===== src/double_ended_queue_assert.svh =====
// Assertion macros for the double-ended queue RTL.
// Used by files that include this header; no other dependencies.
`ifndef DOUBLE_ENDED_QUEUE_ASSERT_SVH
`define DOUBLE_ENDED_QUEUE_ASSERT_SVH

// Same-cycle implication under an active-low reset.
`define DQ_ASSERT_IMPL(lbl, clk, rstn, ante, cons, msg) \
  lbl: assert property (@(posedge clk) disable iff (!(rstn)) (ante) |-> (cons)) \
    else $error(msg);

// Next-cycle implication under an active-low reset.
`define DQ_ASSERT_NEXT(lbl, clk, rstn, ante, cons, msg) \
  lbl: assert property (@(posedge clk) disable iff (!(rstn)) (ante) |=> (cons)) \
    else $error(msg);

`endif


===== src/dq_pkg.sv =====
// Shared types, constants and index helpers for the double-ended queue.
// No dependencies.
`default_nettype none

package dq_pkg;

  localparam int unsigned DEPTH       = 16;
  localparam int unsigned DATA_WIDTH  = 32;
  localparam int unsigned IDX_W       = $clog2(DEPTH);
  localparam int unsigned CNT_W       = $clog2(DEPTH + 1);
  localparam int unsigned OP_W        = 2;
  localparam int unsigned ST_W        = 2;
  localparam int unsigned FIELD_W     = 32;
  localparam int unsigned CNT_FIELD_W = 5;

  typedef logic [DATA_WIDTH-1:0] data_t;
  typedef logic [IDX_W-1:0]      idx_t;
  typedef logic [CNT_W-1:0]      cnt_t;

  typedef enum logic [OP_W-1:0] {
    OP_PUSH_FRONT = 2'd0,
    OP_PUSH_BACK  = 2'd1,
    OP_POP_FRONT  = 2'd2,
    OP_POP_BACK   = 2'd3
  } op_e;

  typedef enum logic [ST_W-1:0] {
    ST_OK        = 2'd0,
    ST_UNDERFLOW = 2'd1,
    ST_OVERFLOW  = 2'd2
  } status_e;

  function automatic idx_t idx_next(input idx_t i);
    return (i == IDX_W'(DEPTH - 1)) ? '0 : idx_t'(i + 1'b1);
  endfunction

  function automatic idx_t idx_prev(input idx_t i);
    return (i == '0) ? IDX_W'(DEPTH - 1) : idx_t'(i - 1'b1);
  endfunction

endpackage

`default_nettype wire


===== src/dq_ram.sv =====
// Generic single-clock RAM: one write port, one read port, registered read.
// No dependencies.
`default_nettype none

module dq_ram #(
  parameter int unsigned WIDTH = 32,
  parameter int unsigned DEPTH = 16
) (
  input  logic                     clk_i,
  input  logic                     we_i,
  input  logic [$clog2(DEPTH)-1:0] waddr_i,
  input  logic [WIDTH-1:0]         wdata_i,
  input  logic                     re_i,
  input  logic [$clog2(DEPTH)-1:0] raddr_i,
  output logic [WIDTH-1:0]         rdata_o
);

  logic [WIDTH-1:0] mem_q [DEPTH];
  logic [WIDTH-1:0] rdata_q;

  always_ff @(posedge clk_i) begin
    if (we_i) begin
      mem_q[waddr_i] <= wdata_i;
    end
    if (re_i) begin
      rdata_q <= mem_q[raddr_i];
    end
  end

  assign rdata_o = rdata_q;

endmodule

`default_nettype wire


===== src/double_ended_queue.sv =====
// Double-ended queue top level: ring storage in dq_ram, head/tail/count control.
// Depends on dq_pkg, dq_ram and double_ended_queue_assert.svh.
//
// A bounded deque of DEPTH words kept in a ring buffer. The front and back words are
// held in registers, so a push needs no RAM read and its transaction is offered
// on the output the cycle after it is accepted. A pop that leaves at least one word
// passes through S_READ: the new end word is fetched through the RAM's registered read
// port. A pop that empties the deque, or a refused push or pop, skips S_READ. One
// operation is in flight at a time; a new one is accepted while a finished result
// is being taken. Storage needs no clearing after reset.
`default_nettype none

`include "double_ended_queue_assert.svh"

module double_ended_queue (
  input  logic                            clk_i,
  input  logic                            rst_ni,
  input  logic                            in_valid_i,
  output logic                            in_ready_o,
  input  logic [dq_pkg::OP_W-1:0]         operation_i,
  input  logic [dq_pkg::FIELD_W-1:0]      data_value_i,
  output logic                            out_valid_o,
  input  logic                            out_ready_i,
  output logic [dq_pkg::ST_W-1:0]         status_o,
  output logic [dq_pkg::FIELD_W-1:0]      popped_value_o,
  output logic [dq_pkg::FIELD_W-1:0]      front_value_o,
  output logic [dq_pkg::FIELD_W-1:0]      back_value_o,
  output logic [dq_pkg::CNT_FIELD_W-1:0]  item_count_o,
  output logic                            is_empty_o
);

  import dq_pkg::*;

  typedef enum logic {
    S_IDLE,
    S_READ
  } state_e;

  state_e  state_q, state_d;
  idx_t    head_q, head_d, tail_q, tail_d;
  cnt_t    count_q, count_d;
  data_t   front_q, front_d, back_q, back_d;
  data_t   popped_q, popped_d;
  status_e status_q, status_d;
  logic    out_valid_q, out_valid_d;
  logic    pop_front_q, pop_front_d;

  logic    ram_we, ram_re;
  idx_t    ram_waddr, ram_raddr;
  data_t   ram_rdata;

  logic    accept, full, empty, single, push_ok;
  op_e     op;
  data_t   word;

  assign in_ready_o = (state_q == S_IDLE) && (!out_valid_q || out_ready_i);
  assign accept     = in_valid_i && in_ready_o;
  assign op         = op_e'(operation_i);
  assign word       = DATA_WIDTH'(data_value_i);
  assign full       = (count_q == CNT_W'(DEPTH));
  assign empty      = (count_q == '0);
  assign single     = (count_q == CNT_W'(1));
  assign push_ok    = accept && !full && (op inside {OP_PUSH_FRONT, OP_PUSH_BACK});

  dq_ram #(
    .WIDTH (DATA_WIDTH),
    .DEPTH (DEPTH)
  ) u_ram (
    .clk_i   (clk_i),
    .we_i    (ram_we),
    .waddr_i (ram_waddr),
    .wdata_i (word),
    .re_i    (ram_re),
    .raddr_i (ram_raddr),
    .rdata_o (ram_rdata)
  );

  always_comb begin
    state_d     = state_q;
    head_d      = head_q;
    tail_d      = tail_q;
    count_d     = count_q;
    front_d     = front_q;
    back_d      = back_q;
    popped_d    = popped_q;
    status_d    = status_q;
    pop_front_d = pop_front_q;
    out_valid_d = out_valid_q && !out_ready_i;
    ram_we      = 1'b0;
    ram_waddr   = head_q;
    ram_re      = 1'b0;
    ram_raddr   = head_q;

    if (state_q == S_READ) begin
      if (pop_front_q) begin
        front_d = ram_rdata;
      end else begin
        back_d = ram_rdata;
      end
      out_valid_d = 1'b1;
      state_d     = S_IDLE;
    end else if (accept) begin
      popped_d    = '0;
      status_d    = ST_OK;
      out_valid_d = 1'b1;
      case (op)
        OP_PUSH_FRONT: begin
          if (full) begin
            status_d = ST_OVERFLOW;
          end else begin
            head_d    = idx_prev(head_q);
            ram_we    = 1'b1;
            ram_waddr = idx_prev(head_q);
            count_d   = cnt_t'(count_q + 1'b1);
            front_d   = word;
            if (empty) begin
              back_d = word;
            end
          end
        end
        OP_PUSH_BACK: begin
          if (full) begin
            status_d = ST_OVERFLOW;
          end else begin
            tail_d    = idx_next(tail_q);
            ram_we    = 1'b1;
            ram_waddr = idx_next(tail_q);
            count_d   = cnt_t'(count_q + 1'b1);
            back_d    = word;
            if (empty) begin
              front_d = word;
            end
          end
        end
        OP_POP_FRONT: begin
          if (empty) begin
            status_d = ST_UNDERFLOW;
          end else begin
            popped_d = front_q;
            head_d   = idx_next(head_q);
            count_d  = cnt_t'(count_q - 1'b1);
            if (single) begin
              front_d = '0;
              back_d  = '0;
            end else begin
              ram_re      = 1'b1;
              ram_raddr   = idx_next(head_q);
              pop_front_d = 1'b1;
              out_valid_d = 1'b0;
              state_d     = S_READ;
            end
          end
        end
        OP_POP_BACK: begin
          if (empty) begin
            status_d = ST_UNDERFLOW;
          end else begin
            popped_d = back_q;
            tail_d   = idx_prev(tail_q);
            count_d  = cnt_t'(count_q - 1'b1);
            if (single) begin
              front_d = '0;
              back_d  = '0;
            end else begin
              ram_re      = 1'b1;
              ram_raddr   = idx_prev(tail_q);
              pop_front_d = 1'b0;
              out_valid_d = 1'b0;
              state_d     = S_READ;
            end
          end
        end
        default: begin
          status_d = ST_OK;
        end
      endcase
    end
  end

  always_ff @(posedge clk_i or negedge rst_ni) begin
    if (!rst_ni) begin
      state_q     <= S_IDLE;
      head_q      <= '0;
      tail_q      <= IDX_W'(DEPTH - 1);
      count_q     <= '0;
      front_q     <= '0;
      back_q      <= '0;
      popped_q    <= '0;
      out_valid_q <= 1'b0;
      pop_front_q <= 1'b0;
      status_q    <= ST_OK;
    end else begin
      state_q     <= state_d;
      head_q      <= head_d;
      tail_q      <= tail_d;
      count_q     <= count_d;
      front_q     <= front_d;
      back_q      <= back_d;
      popped_q    <= popped_d;
      out_valid_q <= out_valid_d;
      pop_front_q <= pop_front_d;
      status_q    <= status_d;
    end
  end

  assign out_valid_o    = out_valid_q;
  assign status_o       = status_q;
  assign popped_value_o = FIELD_W'(popped_q);
  assign front_value_o  = FIELD_W'(front_q);
  assign back_value_o   = FIELD_W'(back_q);
  assign item_count_o   = CNT_FIELD_W'(count_q);
  assign is_empty_o     = empty;

  `DQ_ASSERT_IMPL(a_count_bound, clk_i, rst_ni, 1'b1, count_q <= CNT_W'(DEPTH), "count overflow")
  `DQ_ASSERT_IMPL(a_read_no_out, clk_i, rst_ni, state_q == S_READ, !out_valid_q, "read result")
  `DQ_ASSERT_IMPL(a_empty_zero, clk_i, rst_ni, empty, front_q == '0 && back_q == '0, "stale end")
  `DQ_ASSERT_NEXT(a_push_count, clk_i, rst_ni, push_ok, count_q == cnt_t'($past(count_q) + 1'b1), "push count")
  `DQ_ASSERT_NEXT(a_read_done, clk_i, rst_ni, state_q == S_READ, out_valid_q, "read not finished")

endmodule

`default_nettype wire


===== config.mk =====
export PLATFORM = sky130hd
export DESIGN_NAME = double_ended_queue
export DESIGN_NICKNAME = d
export VERILOG_FILES = /design/src/dq_pkg.sv /design/src/dq_ram.sv /design/src/double_ended_queue.sv
export VERILOG_INCLUDE_DIRS = /design/src /design/src/src
export SDC_FILE = /design/constraint.sdc
export NUM_CORES = 1
export LEC_CHECK = 0
export ABC_AREA = 1
export BUFFER_PORTS_ARGS = -buffer_cell sky130_fd_sc_hd__buf_2
export CORE_MARGIN = 1.5
export CORE_UTILIZATION = 51
export DETAILED_ROUTE_END_ITERATION = 7
export PLACE_DENSITY = 0.77
export SYNTH_ARGS = -nofsm -noshare
export SYNTH_HDL_FRONTEND = slang
export SYNTH_SLANG_ARGS = --single-unit

===== constraint.sdc =====
create_clock -name clk_i -period 4.1 [get_ports clk_i]
set_clock_uncertainty 0.1 [all_clocks]
set_input_delay 0.82 -clock clk_i [delete_from_list [all_inputs] [get_ports clk_i]]
set_output_delay 0.82 -clock clk_i [all_outputs]
set_load 0.1 [all_outputs]

# Word-level counts from Yosys, hierarchy flattened

Memory sizes are Yosys's and may differ from the RTL's. A register that Yosys moved wholly into a read port is not among the register bits.
Index checks and enable logic that the tools add are counted.

Output and inout bits: 106
Word-level logic and storage cells: 127
Memories: 1
Bits of input ports: 38
Register bits after elaboration: 114
RAM bits: 512

Memory list:

| memory      | words | width | read ports | clocked after Yosys merged registers in | write ports | RTL line     | RTL |
|---|---|---|---|---|---|---|---|
| u_ram.mem_q | 16    | 32    | 1          | 1                                       | 1           | dq_ram.sv:18 | `logic [WIDTH-1:0] mem_q [DEPTH];` |

Multiplexer cells: 64
Reductions and logical operators: 23
Add/sub/neg operators: 6
Bitwise logic cells: 1
Equality and inequality tests: 22

Operators by type and width:

| kind                                                 | number |
|---|---|
| two-way mux 32 bit                                   | 13 |
| one-hot mux 32 bit (3 select lines)                  | 2 |
| two-way mux 4 bit                                    | 17 |
| one-hot mux 32 bit (2 select lines)                  | 1 |
| one-hot mux 4 bit (2 select lines)                   | 4 |
| two-way mux 1 bit                                    | 21 |
| AND reduction 7 bit                                  | 3 |
| != test 2 bit (second input constant)                | 8 |
| != test 3 bit (second input constant)                | 4 |
| two-way mux 5 bit                                    | 2 |
| one-hot mux 5 bit (2 select lines)                   | 1 |
| adder 4 x 1 -> 4 bit (second input constant)         | 2 |
| equality test 4 bit (second input constant)          | 2 |
| logical NOT 4 bit                                    | 2 |
| AND reduction 4 bit                                  | 2 |
| nonzero test 2 bit                                   | 4 |
| subtractor 4 x 1 -> 4 bit (second input constant)    | 2 |
| adder 5 x 1 -> 5 bit (second input constant)         | 1 |
| equality test 5 x 1 -> 1 bit (second input constant) | 1 |
| equality test 5 bit (second input constant)          | 1 |
| logical NOT 5 bit                                    | 1 |
| AND reduction 5 bit                                  | 1 |
| subtractor 5 x 1 -> 5 bit (second input constant)    | 1 |
| equality test 2 bit (second input constant)          | 2 |
| other kinds (14)                                     | 18 |

# Logic depth before layout (Yosys ltp)

Gate-level depths: netlist (run 1).

Depth in word-level cells: 8
Gate-level depth with buffers: 17
Gate-level depth less buffers: 15

# Hierarchy

Synthesis (run 1) repeated with hierarchy kept, for this count alone.

Cell total of the unflattened synthesis: 2,877
Area total of the unflattened synthesis: 29,110.4 µm²

By module, submodules not included:

| module             | sequential area each (µm²) | times used | cells each | area an instance (µm²) |
|---|---|---|---|---|
| dq_ram             | 16,335.7                   | 1          | 2,120      | 23,064.6 |
| double_ended_queue | 2,857.7                    | 1          | 757        | 6,045.8 |

# Worst setup path after synthesis (run 1)

OpenSTA, ideal clock, no wires.

Kind: register to register
From: reg out_valid_q, in the netlist out_valid_o
To: mem u_ram.mem_q[10][0], enable pin
Buffers on the path: 1
Required time: 3.579 ns
Cell stages (with the launch flop): 10
Period minus slack after synthesis: 4.436 ns
Setup time: 0.421 ns
Arrival: 3.915 ns
Slack: -0.336 ns
Cells stage by stage: dfrtp_1 -> a21oi_4 -> nand2_2 -> inv_2 -> clkbuf_1 -> nand2_1 -> nand2_1 -> o21ai_0 -> or2_2 -> nor2_1

Word-level cells in the longest chain between the ends: 8
Elaborated cells between the ends (all ways): 10
Classes of those cells: 6 x mux; 4 x reduce/logical

RTL lines:

| element                                 | RTL line                  | RTL |
|---|---|---|
| start, declared                         | double_ended_queue.sv:45  | `logic out_valid_q, out_valid_d;` |
| start signal, assigned                  | double_ended_queue.sv:200 | `out_valid_q <= out_valid_d;` |
| logical NOT 1 bit *                     | double_ended_queue.sv:56  | `assign in_ready_o = (state_q == S_IDLE) && (!out_valid_q \|\| out_ready_i);` |
| logical OR 1 bit *                      | double_ended_queue.sv:56  |  |
| logical AND 1 bit *                     | double_ended_queue.sv:56  |  |
| named net in_ready_o                    | double_ended_queue.sv:19  | `output logic in_ready_o,` |
| logical AND 1 bit *                     | double_ended_queue.sv:57  | `assign accept = in_valid_i && in_ready_o;` |
| two-way mux 1 bit                       | double_ended_queue.sv:102 | `end else if (accept) begin` |
| two-way mux 1 bit                       | double_ended_queue.sv:94  | `if (state_q == S_READ) begin` |
| two-way mux 1 bit                       | dq_ram.sv:22              | `if (we_i) begin` |
| two-way mux 1 bit (not written as such) | dq_ram.sv:23              | `mem_q[waddr_i] <= wdata_i;` |
| end, declared                           | dq_ram.sv:18              |  |

The timed path passes the listed nets; every way through them passes the cells marked *.

# Worst setup path in the final report (run 1)

From: reg count_q[0], in the netlist item_count_o[0]
To: reg u_ram.rdata_q[13], in the netlist u_ram.rdata_o[13] (read register of u_ram.mem_q), data pin

Word-level cells in the longest chain between the ends: 6
Elaborated cells between the ends (all ways): 14
Classes of those cells: 1 x eq/ne; 12 x mux; 1 x reduce/logical

RTL lines:

| element                                                                 | RTL line                  | RTL |
|---|---|---|
| start, declared                                                         | double_ended_queue.sv:41  | `cnt_t count_q, count_d;` |
| start signal, assigned                                                  | double_ended_queue.sv:196 | `count_q <= count_d;` |
| equality test 5 x 1 -> 1 bit                                            | double_ended_queue.sv:62  | `assign single = (count_q == CNT_W'(1));` |
| two-way mux 4 bit (tied with other cells)                               | double_ended_queue.sv:161 | `if (single) begin` |
| two-way mux 4 bit (tied with other cells)                               | double_ended_queue.sv:155 | `if (empty) begin` |
| one-hot mux 4 bit (2 select lines) or two-way mux 1 bit (tied branches) | --                        |  |
| two-way mux 4 bit or two-way mux 1 bit (tied branches)                  | double_ended_queue.sv:102 |  |
| two-way mux 4 bit or two-way mux 1 bit (tied branches)                  | double_ended_queue.sv:94  |  |
| end, declared                                                           | dq_ram.sv:19              | `logic [WIDTH-1:0] rdata_q;` |

Parallel ways exist; a longest one is shown, timed or not.
A chain may end at the register's enable or synchronous reset.

==> results of run 1 <==
==> flip-flops by register name (all words and copies together) (netlist names) <==
register,flops
back_value_o,32
front_value_o,32
head_q,4
item_count_o,5
out_valid_o,1
pop_front_q,1
popped_value_o,32
state_q,1
status_o,2
tail_q,4
u_ram.mem_q,512
u_ram.rdata_o,32
==> worst min-delay path by stage <==
| stage | startpoint | to | slack [ps] | cells past startpoint |
|---|---|---|---|---|
| 4_1_cts | rst_ni | head_q[0] | 280 | 1 |
| 5_1_grt | rst_ni | popped_value_o[25] | 340 | 1 |
| 6_report | rst_ni | popped_value_o[27] | 250 | 1 |
| 3_3_place_gp | popped_value_o[20] | popped_value_o[20] | 360 | 2 |
| 3_5_place_dp | popped_value_o[1] | popped_value_o[1] | 360 | 2 |
| 2_1_floorplan | tail_q[0] | tail_q[0] | 400 | 2 |
==> metrics by stage <==
| step | worst slack [ps] | utilization, % |
|---|---|---|
| floorplan | -336 | - |
| CTS | 510 | 58.3 |
| detailed placement | 520 | 54.4 |
| global route | 235 | 58.3 |
| global placement | 554 | 54.4 |
| finish | 436 | 58.3 |
==> critical path, cell delays in order, from the launching register on <==
cell and delay (ps):
dfrtp_1 440, inv_1 130, ha_1 250, nand3_2 80, buf_4 390, nand3_1 140, nand2_1 90, nand2_1 120
nand2_8 260, buf_12 560, nand3_1 170, nand3_1 170, nand3_1 110, nand3_1 100, nand2_1 60
==> power groups by stage <==
stage | Clock, uW | Sequential, uW | Combinational (uW)
2_1_floorplan | 0 | 11700 | 4850
3_3_place_gp | 0 | 8540 | 10100
3_5_place_dp | 0 | 8570 | 10300
4_1_cts | 6060 | 8430 | 10300
5_1_grt | 6300 | 8510 | 11100
6_report | 6010 | 8440 | 10400
==> cell usage after synthesis, types with 2 or more instances <==
cell type  count  area [um^2]
o21ai_2        2         17.5
inv_2          7         26.3
xor2_1         6         52.6
inv_1        380         1430
a21oi_1        7         35.0
o211ai_1       3         22.5
a21oi_4        2         32.5
nor2_1        39          146
o22ai_1       33          206
nand3_1      627         3140
a22o_1        32          280
o21ai_1       23          115
dfstp_2        4          105
nand3b_1      35          263
buf_2         84          420
o21ai_0       67          335
edfxtp_1     544        16300
ha_1           8          100
nor3_1         2         10.0
buf_6          6         67.6
buf_4         31          233
nand4_1        2         12.5
clkbuf_1      49          184
dfrtp_1      110         2750
nor2_4         2         22.5
o21a_1         2         15.0
a31oi_1        3         18.8
nand2_2        4         25.0
nand3_2        2         20.0
nand2_1      660         2480
==> metal layers <==
metal / track usage [%] / routed length, um / up-vias
li1: - / - / 9602
met1: 33.8 / 29300 / 10211
met2: 43.0 / 36200 / 1177
met3: 5.70 / 7880 / 217
met4: 10.7 / 2540 / 2
met5: 0 / 13 / -
==> cell type report <==
cell class	instances	share of cell area (%)
inverter	387	4.44
antenna	2	0.0153
clock buffer	94	6.05
timing repair buffer	206	4.32
multi-input combinational	1570	23.2
sequential	658	58.5
clock inverter	27	0.557
tap	756	2.88
==> cells by family (layout without fill, tap and decap cells) <==
kind of cell / Yosys count / after routing
flip-flops: 658 / 658
AND/OR/NAND/NOR: 1376 / 1376
adder cells (fa/ha/maj): 8 / 8
AO/OA/AOI/OAI: 179 / 179
buffers and inverters: 558 / 714
XOR/XNOR: 7 / 7
other: 0 / 2
==> run summary, run 1 <==
• number of setup buffers added after CTS: 0
• # port buffers: 143
• Avg Cell Area, Syn: 10.4 um^2
• switching share of power: 44.4%
• sequential standard cell area: 19,200 um^2
• pin count of the biggest net entering global routing: 178
• insertion delay to the later sink of the worst-skew pair: 600 ps
• Overall Global Routing Usage: 26.1%
• Pint: 13,800 uW
• starting density of the core: 51.5%
• number of remaining DRC errors: 0
• hold buffers post-CTS: 0
• final estimated routing congestion in global placement: 0.882
• sequential cell fraction of total power: 34.0%
• maximum VDD drop: 0.890 mV
• post-detailed-route wirelength per cell: 20.5 um
• design area: 32,800 um^2
• standard cell core area: 56,300 um^2
• worst rel slew slack: 36.0%
• synthesized flop and latch total: 658
• max-cap viol count: 0
• slew at the pin with the worst max-slew slack: 960 ps
• number of standard-cell rows in the floorplan: 87
• number of buffers on the longest clock path: 3
• CTS clk-pin slew, worst paths: 60 ps
• total die area: 58,200 um^2
• layout cells sized above 1: 11.9%
• arithmetic-cell share of the synthesized area counting full adders, half adders and majority gates: 0.345%
• Chip Width: 241 um
• Post-DP Area: 30,600 um^2
• LEAKAGE: 0.0140 uW
• area fraction in compound gates after synthesis: 3.86%
• post-layout instance count excluding filler cells: 3,700
• total area of multi-input combinational cells: 7620 um^2
• startpoint-to-endpoint class of the critical path: reg -> reg
• clock period minus worst slack: 3660 ps
• 1st-pass router iterations: 5
• Detailed Route WL: 75,900 um
• switching pwr: 11,000 uW
• via count: 21,209
• sequential share of the synthesized area: 66.2%
• cell count after synthesis: 2,786
• worst min path class: in -> async
• Hold Violations, Final: 0
• violation count after the first detailed-routing iteration: 2,400
• capturing element type of the critical path: register
• Critical Path Source: item_count_o[0]
• H-tree Lvls: 3
• setup violation total in the final timing report: 0
• total negative slack for setup checks: 0 ps
• cell at the root of the clock tree: clkbuf_16
• vertical die dimension: 241 um
• highest-count cells in the layout ignoring fill and taps: nand2_1, nand3_1, edfxtp_1
• Worst R2R End: u_ram.rdata_o[13]
• main combinational cell family by area after synthesis: simple AND/OR/NAND/NOR gates
• Post-Synth XOR/XNOR Area: 0.212%
• post-synth cell types: 40
• Final Cycle Share: 89.4%
• largest driver fanout on the critical path: 177
• power share of the clock group: 24.2%
• ys async rst share: 17.3%
• power density over cell area: 757 nW/um^2
• Highest Clock Rate: 0.273 GHz
• primary flip-flop cell chosen by synthesis mapping: edfxtp_1
• number of buffers created by CTS: 67
• vias in the first global route: 20,761
• global-route wire length before repair: 116,000 um
• WP data required: 4340 ps
• placed cells: 3,577
• number of vias per cell: 5.73
• simple-gate share of the synthesized area: 21.2%
• area growth from synthesis to layout: 13.2%
• net count reported at finish: 2,936
• portion of netlist area occupied by mux cells: 0%
• final global-route overflow total: 0
• part of the total power dissipated in combinational logic: 41.8%
• depth of the worst register-to-register path: 14
• number of primary I/O pins: 144
• sum of net half-perimeters after detailed placement: 41,400 um
• layout filler cell count: 4,432
• reg-to-reg setup timing slack: 440 ps
• type of element launching the critical path: register
• number of clock sinks: 658
• r2r startpoint: item_count_o[0]
• critical path data arrival time: 3900 ps
• number of enable-type register cells in the synthesized netlist: 544
• Final ANT Viol Nets: 0
• Synth Cell Area: 29,000 um^2
• commonest non-fill, non-tap cell in the layout: nand2_1
• Power, Total: 24,800 uW
• result of the run: finished clean
• Hold WS: 252 ps
• unrepaired setup endpoints after global routing: no
• Worst Setup EP: u_ram.rdata_o[13]
• Final Max Slew Viols: 0
• total nets after synthesis: 2,832
• # resized after CTS: 0
• number of antenna violations at the first check in global routing: 3
• TritonCTS clock tree: done
• yosys warns: 0
Note: power is estimated with default switching activity, not from simulation.
==> run 2: changes to the inputs <==
--- a/config.mk
+++ b/config.mk
@@ -6,12 +6,13 @@
 export SDC_FILE = /design/constraint.sdc
 export NUM_CORES = 1
 export LEC_CHECK = 0
-export ABC_AREA = 1
 export BUFFER_PORTS_ARGS = -buffer_cell sky130_fd_sc_hd__buf_2
+export CELL_PAD_IN_SITES_DETAIL_PLACEMENT = 2
+export CELL_PAD_IN_SITES_GLOBAL_PLACEMENT = 2
 export CORE_MARGIN = 1.5
-export CORE_UTILIZATION = 51
+export CORE_UTILIZATION = 45
 export DETAILED_ROUTE_END_ITERATION = 7
-export PLACE_DENSITY = 0.77
+export PLACE_DENSITY = 0.89
 export SYNTH_ARGS = -nofsm -noshare
 export SYNTH_HDL_FRONTEND = slang
 export SYNTH_SLANG_ARGS = --single-unit
==> run summary, run 2 <==
• synthesized flop and latch total: 658, unchanged
• number of buffers created by CTS: 69, +3.0%
• most frequent cell after synthesis: edfxtp_1
• max-cap viol count: 1, +1
• ys async rst share: 17.3%, unchanged
• vias in the first global route: 19,666, -5.3%
• failing checks: max-capacitance violations, max-slew violations, negative setup slack
• final estimated routing congestion in global placement: 0.800, -9.3%
• final global-route overflow total: 0, unchanged
• highest-count cells in the layout ignoring fill and taps: edfxtp_1, nand2_1, mux2i_1
• Power, Total: 28,700 uW, +15%
• area fraction in compound gates after synthesis: 7.62%, +3.8 points
• number of primary I/O pins: 144, unchanged
• primary flip-flop cell chosen by synthesis mapping: edfxtp_1
• TritonCTS clock tree: done
• Hold WS: 204 ps, -47.9 ps
• vertical die dimension: 246 um, +2.0%
• Post-Synth XOR/XNOR Area: 0.329%, +0.12 points
• Synth Cell Area: 26,600 um^2, -8.2%
• worst min path class: in -> async
• CP Cell Sequence: inv_1 -> o41ai_1 -> mux2_2 -> mux2_2 -> nand2_1 -> nor2_4 -> buf_4
• post-synth cell types: 52, +30%
• post-layout instance count excluding filler cells: 2,757, -25%
• Final ANT Viol Nets: 0, unchanged
• portion of netlist area occupied by mux cells: 11.7%, +12 points
• largest driver fanout on the critical path: 22, -88%
• arithmetic-cell share of the synthesized area counting full adders, half adders and majority gates: 0.376%, +0.031 points
• WP data required: 4260 ps, -80 ps
• area leader, netlist: edfxtp_1
• simple-gate share of the synthesized area: 5.72%, -15 points
• Biggest register: u_ram.mem_q
• global-route wire length before repair: 152,000 um, +31%
• violation count after the first detailed-routing iteration: 2,686, +12%
• capturing element type of the critical path: register
• Area contributors post-synth: edfxtp_1, dfrtp_1, mux2i_1
• result of the run: finished with violations
• type of element launching the critical path: register
• standard cell core area: 58,000 um^2, +3.1%
• total die area: 60,600 um^2, +4.0%
• flip-flop count of the largest register, all copies and words added: 512, unchanged
• clock period minus worst slack: 4930 ps, +1260 ps
• 1st-pass router iterations: 7, +2
• Final Max Slew Viols: 3, +3
• via count: 19,693, -7.1%
• post-detailed-route wirelength per cell: 46.2 um, +130%
• most numerous cell types in the synthesized netlist: edfxtp_1, nand2_1, mux2i_1
• starting density of the core: 45.8%, -5.6 points
• pin count of the biggest net entering global routing: 101, -43%
• hold buffers post-CTS: 0, unchanged
• Final Cycle Share: 120%, +31 points
• layout filler cell count: 5,082, +15%
• number of vias per cell: 7.14, +25%
• insertion delay to the later sink of the worst-skew pair: 670 ps, +70 ps
• total nets after synthesis: 1,807, -36%
• area growth from synthesis to layout: 17.0%
• Crit-path slowest cell: o41ai_1
• yosys warns: 0, unchanged
• power density over cell area: 920 nW/um^2, +22%
• placed cells: 2,622, -27%
• Hold Violations, Final: 0, unchanged
• total negative slack for setup checks: -257,550 ps, -257,550 ps
• number of remaining DRC errors: 0, unchanged
• number of antenna violations at the first check in global routing: 6, +3
• number of buffers on the longest clock path: 3, unchanged
• net count reported at finish: 1,983, -32%
• # port buffers: 143, unchanged
• number of standard-cell rows in the floorplan: 88, +1.1%
• smallest setup slack after layout: -828 ps, -1260 ps
• Highest Clock Rate: 0.203 GHz, -26%
• main combinational cell family by area after synthesis: multiplexers
• startpoint-to-endpoint class of the critical path: reg -> reg
• number of clock sinks: 658, unchanged
• H-tree Lvls: 3, unchanged
• Worst Setup Slack post-DPL: 148 ps, -372 ps
• Detailed Route WL: 127,000 um, +68%
• CTS clk-pin slew, worst paths: 80 ps, +20 ps
• largest incremental delay on the critical path: 1870 ps, +1310 ps
• Chip Width: 246 um, +2.0%
• worst rel slew slack: -52.6%, -89 points
• area share of the largest cell type after synthesis: 61.4%, +5.0 points
• LEAKAGE: 0.0114 uW, -18%
• sequential share of the synthesized area: 72.2%, +5.9 points
• cell count after synthesis: 1,761, -37%
• commonest non-fill, non-tap cell in the layout: edfxtp_1
• critical path data arrival time: 5090 ps, +1190 ps
• slew at the pin with the worst max-slew slack: 2260 ps, +1300 ps
• setup violation total in the final timing report: 546, +546
• number of enable-type register cells in the synthesized netlist: 544, unchanged
• Avg Cell Area, Syn: 15.1 um^2, +45%
• Overall Global Routing Usage: 35.7%, +9.5 points
• layout cells sized above 1: 21.9%, +10 points
• Most Frequent Cell on Critical Path: mux2_2
• cell at the root of the clock tree: clkbuf_16
• sum of net half-perimeters after detailed placement: 56,700 um, +37%
• maximum VDD drop: 0.868 mV, -2.4%
run 2: timing repair:
action | CTS | global route
gates cloned | 3 | 2
buffers inserted | 0 | 4
pin swaps | 2 | 2
gates resized for setup | 2 | 6
setup endpoints to repair | 11 | 9
run 2: worst paths after layout:
kind | from | to | slack (ps) | depth (start not counted)
worst max-delay path | tail_q[2] | u_ram.mem_q[8][22] | -830 | 7
worst min-delay path | rst_ni | front_value_o[7] | 200 | 1
worst max register to register | tail_q[2] | u_ram.mem_q[8][22] | -830 | 7
worst min register to register | popped_value_o[6] | popped_value_o[6] | 420 | 2
max in group asynchronous | rst_ni | back_value_o[14] | 2760 | 2
min in group clk_i | popped_value_o[6] | popped_value_o[6] | 420 | 2
run 2: per-stage QoR:
step,utilization [%],cell area (um^2)
3_5_place_dp,49.4,28700
5_1_grt,53.6,31100
3_3_place_gp,49.4,28700
4_1_cts,53.4,31000
2_1_floorplan,-,26700
6_report,53.6,31100
run 2: cell type report:
class                      instances  area [um^2]  share of cell area, %
sequential                       658        19200                   61.7
timing repair buffer             210         1560                   5.02
tap                              765          957                   3.08
clock buffer                      90         1950                   6.27
multi-input combinational        984         7070                   22.7
clock inverter                    31          322                   1.03
inverter                          14         57.6                  0.185
antenna                            5         12.5                 0.0402
run 2: worst max-delay path: cells and delay by family, from the launching register on:
kind	cells	cell delay, ps
mux	2	650
flops	1	620
simple gates	2	560
buf+inv	2	720
compound gates	1	1870
run 2: cells by family (layout without fill, tap and decap cells):
logic type | Yosys count | count (layout)
other | 0 | 5
buffers and inverters | 121 | 345
AND/OR/NAND/NOR | 358 | 360
flip-flops | 658 | 658
adder cells (fa/ha/maj) | 8 | 8
XOR/XNOR | 10 | 10
multiplexers | 295 | 295
AO/OA/AOI/OAI | 311 | 311
run 2: report_power, final:
group	internal, uW	switching [uW]	total (uW)
clock	3800	3250	7060
sequential	8200	1040	9230
combinational	2770	9590	12400
total	14800	13900	28700
run 2: routing by layer:
| metal | GRT usage, % | vias to the layer above | wire length, um |
|---|---|---|---|
| met5 | 0 | - | 25 |
| met4 | 16.0 | 4 | 9760 |
| met3 | 6.72 | 636 | 13500 |
| met2 | 61.2 | 1821 | 59300 |
| met1 | 43.7 | 10169 | 44800 |
| li1 | - | 7063 | - |
